### src/perlin_gradient_noise_3d_defines.svh
// assertion macros shared by the noise pipeline
`ifndef PERLIN_GRADIENT_NOISE_3D_DEFINES_SVH
`define PERLIN_GRADIENT_NOISE_3D_DEFINES_SVH
// implication checked on every rising clock edge outside reset
`define PGN_ASSERT_IMP(label, clk, rst_n, ante, cons) \
  label: assert property (@(posedge clk) disable iff (!rst_n) (ante) |-> (cons)) \
    else $error("assertion failed");
// next-cycle implication checked outside reset
`define PGN_ASSERT_NEXT(label, clk, rst_n, ante, cons) \
  label: assert property (@(posedge clk) disable iff (!rst_n) (ante) |=> (cons)) \
    else $error("assertion failed");
`endif

### src/pgn3d_pkg.sv
// constants, types and helpers for the 3d gradient noise pipeline
`timescale 1ns / 1ps
package pgn3d_pkg;
  localparam int TableSize = 256;
  localparam int IdxW = $clog2(TableSize);
  localparam int FracBits = 16;
  localparam int OutW = 18;
  localparam int CoordW = 32;
  localparam int OffW = FracBits + 2;
  localparam int ValW = FracBits + 4;
  localparam logic OpLoad = 1'b0;
  localparam logic OpEval = 1'b1;

  typedef logic [IdxW-1:0] idx_t;
  typedef logic signed [OffW-1:0] off_t;
  typedef logic signed [ValW-1:0] val_t;
  typedef logic [FracBits:0] fade_t;

  function automatic val_t grad_f(input logic [3:0] h, input off_t x, input off_t y,
                                  input off_t z);
    off_t u;
    off_t v;
    val_t su;
    val_t sv;
    u = (h < 4'd8) ? x : y;
    v = (h < 4'd4) ? y : ((h == 4'd12 || h == 4'd14) ? x : z);
    su = ValW'(u);
    sv = ValW'(v);
    if (h[0]) su = -su;
    if (h[1]) sv = -sv;
    return su + sv;
  endfunction

  // a + floor(f*(b-a)/2^F)
  function automatic val_t lerp_f(input val_t a, input val_t b, input fade_t f);
    logic signed [ValW+FracBits+2:0] p;
    val_t d;
    d = b - a;
    p = $signed({1'b0, f}) * d;
    return a + ValW'(p >>> FracBits);
  endfunction
endpackage

### src/pgn3d_fade.sv
// quintic fade pipeline, three register stages
`timescale 1ns / 1ps
module pgn3d_fade (
  input  logic clk,
  input  logic en,
  input  logic [pgn3d_pkg::FracBits-1:0] t,
  output pgn3d_pkg::fade_t fade
);
  import pgn3d_pkg::*;
  localparam logic [FracBits+4:0] One15 = (FracBits+5)'(15 * (1 << FracBits));
  localparam logic [FracBits+4:0] One10 = (FracBits+5)'(10 * (1 << FracBits));
  localparam logic [FracBits+4:0] Lim = (FracBits+5)'(1 << FracBits);
  logic [FracBits-1:0] t1_r, c_r;
  logic [FracBits+4:0] e1_r, e2_r;
  logic [FracBits-1:0] d_r;
  fade_t f_r;
  logic [2*FracBits-1:0] cc;
  logic [2*FracBits-1:0] dd;
  logic [2*FracBits+4:0] ee;
  logic [2*FracBits+4:0] ff;
  logic [FracBits+4:0] s;
  always_comb begin
    cc = t * t;
    s = One15 - (FracBits+5)'(6 * t);
    ee = t * s;
    dd = c_r * t1_r;
    ff = d_r * e2_r;
  end
  always_ff @(posedge clk) begin
    if (en) begin
      t1_r <= t;
      c_r <= cc[2*FracBits-1:FracBits];
      e1_r <= One10 - (FracBits+5)'(ee >> FracBits);
      d_r <= dd[2*FracBits-1:FracBits];
      e2_r <= e1_r;
      f_r <= ((ff >> FracBits) > (2*FracBits+5)'(Lim)) ? fade_t'(Lim)
             : fade_t'(ff >> FracBits);
    end
  end
  assign fade = f_r;
endmodule

### config.mk
export PLATFORM = sky130hd
export DESIGN_NAME = pgn3d_fade
export DESIGN_NICKNAME = d
export VERILOG_FILES = /design/src/perlin_gradient_noise_3d_defines.svh /design/src/pgn3d_pkg.sv /design/src/pgn3d_fade.sv
export SDC_FILE = /design/constraint.sdc
export NUM_CORES = 2
export LEC_CHECK = 0
export BUFFER_PORTS_ARGS = -buffer_cell sky130_fd_sc_hd__buf_2
export CAP_MARGIN = 20
export CORE_UTILIZATION = 25
export DETAILED_ROUTE_END_ITERATION = 10
export PLACE_DENSITY = 0.51
export SETUP_SLACK_MARGIN = 0.2
export SYNTH_ARGS = -nofsm -noshare
export SYNTH_HDL_FRONTEND = slang
export SYNTH_SLANG_ARGS = --single-unit
### constraint.sdc
create_clock -name clk -period 10.2 [get_ports clk]
set_clock_uncertainty 0.05 [all_clocks]
set_input_delay 0.51 -clock clk [delete_from_list [all_inputs] [get_ports clk]]
set_output_delay 0.51 -clock clk [all_outputs]
set_load 0.02 [all_outputs]
==> flow_metrics.env <==
export IMPL_outcome="complete, no violations"
export IMPL_vias=27397
export IMPL_ctsHoldBuffers=0
export IMPL_end_kind="flip-flop"
export IMPL_synthToLayoutAreaGrowth_pct=8.742
export IMPL_fin_crit_ns=9.514
export IMPL_ys_async_sr_fraction=0
export IMPL_reg2reg_from="d_r[1]"
export IMPL_ys_types=93
export IMPL_setup_viol=0
export IMPL_die_h_um=398.6
export IMPL_synthesis_area_um2=39330
export IMPL_cp_endpoint="e1_r[20]"
export IMPL_pin_count=35
export IMPL_cpMaxStageDelayCell="fa_1"
export IMPL_worstMarginPinSlew_ns=0.9945
export IMPL_cts_made_buffers=9
export IMPL_drive_above_1_share=0.05502
export IMPL_synth_edf_count=107
export IMPL_fp_dieW_um=398.6
export IMPL_slew_headroom=0.3370
export IMPL_clock_sinks=107
export IMPL_drtPass1Iterations=5
export IMPL_gp_congestion=0.8567
export IMPL_pre_cts_slack_ns=-0.03041
export IMPL_cp_max_fo=16
export IMPL_grt_antenna_before_repair=1
export IMPL_cp_arrival_ns=9.60
export IMPL_overflow=0
export IMPL_grt_pass1_vias=29559
export IMPL_cp_slowest_stage_delay_ns=0.55
export IMPL_worstSetupPathType="in2reg"
export IMPL_grt_max_degree=72
export IMPL_synth_nets=5542
export IMPL_wirelength_um=99310
export IMPL_port_buffers=34
export IMPL_ys_seq_elements=107
export IMPL_syn_area_per_cell_um2=9.302
export IMPL_first_iter_violations=1301
export IMPL_ys_dominant_reg_cell="edfxtp_1"
export IMPL_grt_usage=0.1297
export IMPL_yosys_warnings=0
export IMPL_clkSlewWorstSetupHoldPaths_ns=0.10
export IMPL_antenna_left=0
export IMPL_path_common_cell="fa_1"
export IMPL_timing_critical_path_from="t[1]"
export IMPL_max_freq_ghz=0.1051
export IMPL_finalMaxSlewViolations=0
export IMPL_nets=5545
export IMPL_insertion_delay_ns=0.38
export IMPL_clockRootBuffer="clkbuf_16"
export IMPL_drc=0
export IMPL_die_area_um2=158900
export IMPL_required_ns=10.28
export IMPL_synthCells=4228
export IMPL_htreeDepth=3
export IMPL_row_count=145
export IMPL_grt_pass1_wl_um=163200
export IMPL_core_area_um2=156200
export IMPL_routed_via_density=4.352
export IMPL_wl_per_cell_um=15.78
export IMPL_dp_hpwl_um=81410
export IMPL_r2r_end="fade[0]"
export IMPL_cap_violations=0
export IMPL_rsz0062_at_grt="false"
export IMPL_fin_ws_ns=0.6864
export IMPL_r2r_cells=25
export IMPL_hold_viol=0
export IMPL_start_util=0.2518
export IMPL_period_share=0.9327
export IMPL_cts_tree="yes"
export IMPL_start_kind="input pin"
export IMPL_ys_seq_area_frac=0.08169
export IMPL_clockBufferDepth=2
export IMPL_rrSetupSlack_ns=1.64
export IMPL_hold_class="reg2reg"
[cell families (layout without fill, tap and decap cells)]
family / after synthesis / in the layout / share of synthesized area
compound gates: 260 / 260 / 0.04670
simple gates: 1253 / 1253 / 0.1521
buf+inv: 1177 / 1184 / 0.1135
flops: 107 / 107 / 0.08169
xor+xnor: 129 / 129 / 0.02873
mux: 6 / 6 / 0.001591
other cells: 0 / 2 / 0
fa+ha+maj: 1296 / 1296 / 0.5757
[cell type report]
class                           count  area, µm²
Fill cell                       16566     113400
Multi-Input combinational cell   2944      31770
Inverter                         1020       3829
Sequential cell                   107       3213
Tap cell                         2058       2575
Timing Repair Buffer              149       1052
Clock buffer                        9      225.2
Clock inverter                      6      97.59
Antenna cell                        2      5.005
[per-stage QoR]
stage	utilization	TNS, ns	hold WS (ns)	std cells	cell area (µm²)
2_1_floorplan	-	0	0.3503	4228	39330
4_1_cts	0.2730	0	0.3611	6292	42640
5_1_grt	0.2738	0	0.3782	6293	42760
6_report	0.2738	0	0.3566	6295	42770
3_5_place_dp	0.2709	-0.03041	0.3545	6277	42320
3_3_place_gp	0.2709	0	0.3507	6276	42310
[worst min path at each step]
stage	from	to	slack, ns	cells after the start
finish	e1_r[10]	e2_r[10]	0.36	0
global route	e1_r[10]	e2_r[10]	0.38	0
CTS	e1_r[10]	e2_r[10]	0.36	0
detailed placement	e1_r[15]	e2_r[15]	0.35	0
global placement	e1_r[11]	e2_r[11]	0.35	0
floorplan	e1_r[0]	e2_r[0]	0.35	0
[synth_stat cells, types with 23 or more instances]
cell type	instances	share of area
edfxtp_1	107	0.082
fa_1	856	0.44
nand3_1	26	0.0033
xnor2_1	76	0.017
o21ai_0	29	0.0037
nand2_1	645	0.062
nor3_1	23	0.0029
nor2_1	111	0.011
clkbuf_1	140	0.013
and2_1	346	0.055
a21oi_1	74	0.0094
xor2_1	53	0.012
inv_1	1017	0.097
ha_1	440	0.14
a21o_1	40	0.0076
[layer usage]
layer / up-vias / share of wire / GRT usage
li1: 12630 / - / -
met1: 14121 / 0.48 / 0.1875
met2: 551 / 0.46 / 0.2120
met3: 95 / 0.040 / 0.009837
met4: 0 / 0.017 / 0.02538
met5: - / 0 / 0
[registers in the layout, indices dropped and copies added (netlist names)]
signal,flops
e1_r,21
t1_r,16
c_r,16
fade,17
d_r,16
e2_r,21
[worst max-delay path, delay by kind of cell]
family / cells / cell delay [ns]
XOR/XNOR: 2 / 0.26
multiplexers: 1 / 0.28
AO/OA/AOI/OAI: 14 / 2.33
adder cells (fa/ha/maj): 9 / 3.97
AND/OR/NAND/NOR: 5 / 1.21
buffers and inverters: 8 / 1.02
[cells in the final DEF, fill, tap and decap left out, types with 52 or more instances in the layout]
cell type  Yosys  routed
and2_1       346     346
a21oi_1       74      71
edfxtp_1     107     107
buf_4          2     112
xnor2_1       76      70
nor2_1       111     110
xor2_1        53      52
nand2_1      645     645
fa_1         856     856
inv_1       1017    1017
ha_1         440     440
[repair_timing]
action | 4_1_cts | 5_1_grt
setup buffers | 0 | 1
resized for setup | 0 | 27
setup endpoints to repair | 0 | 10
Power is not shown: default switching activity piles up to over one toggle a cycle in this logic, so the estimate is an artifact.
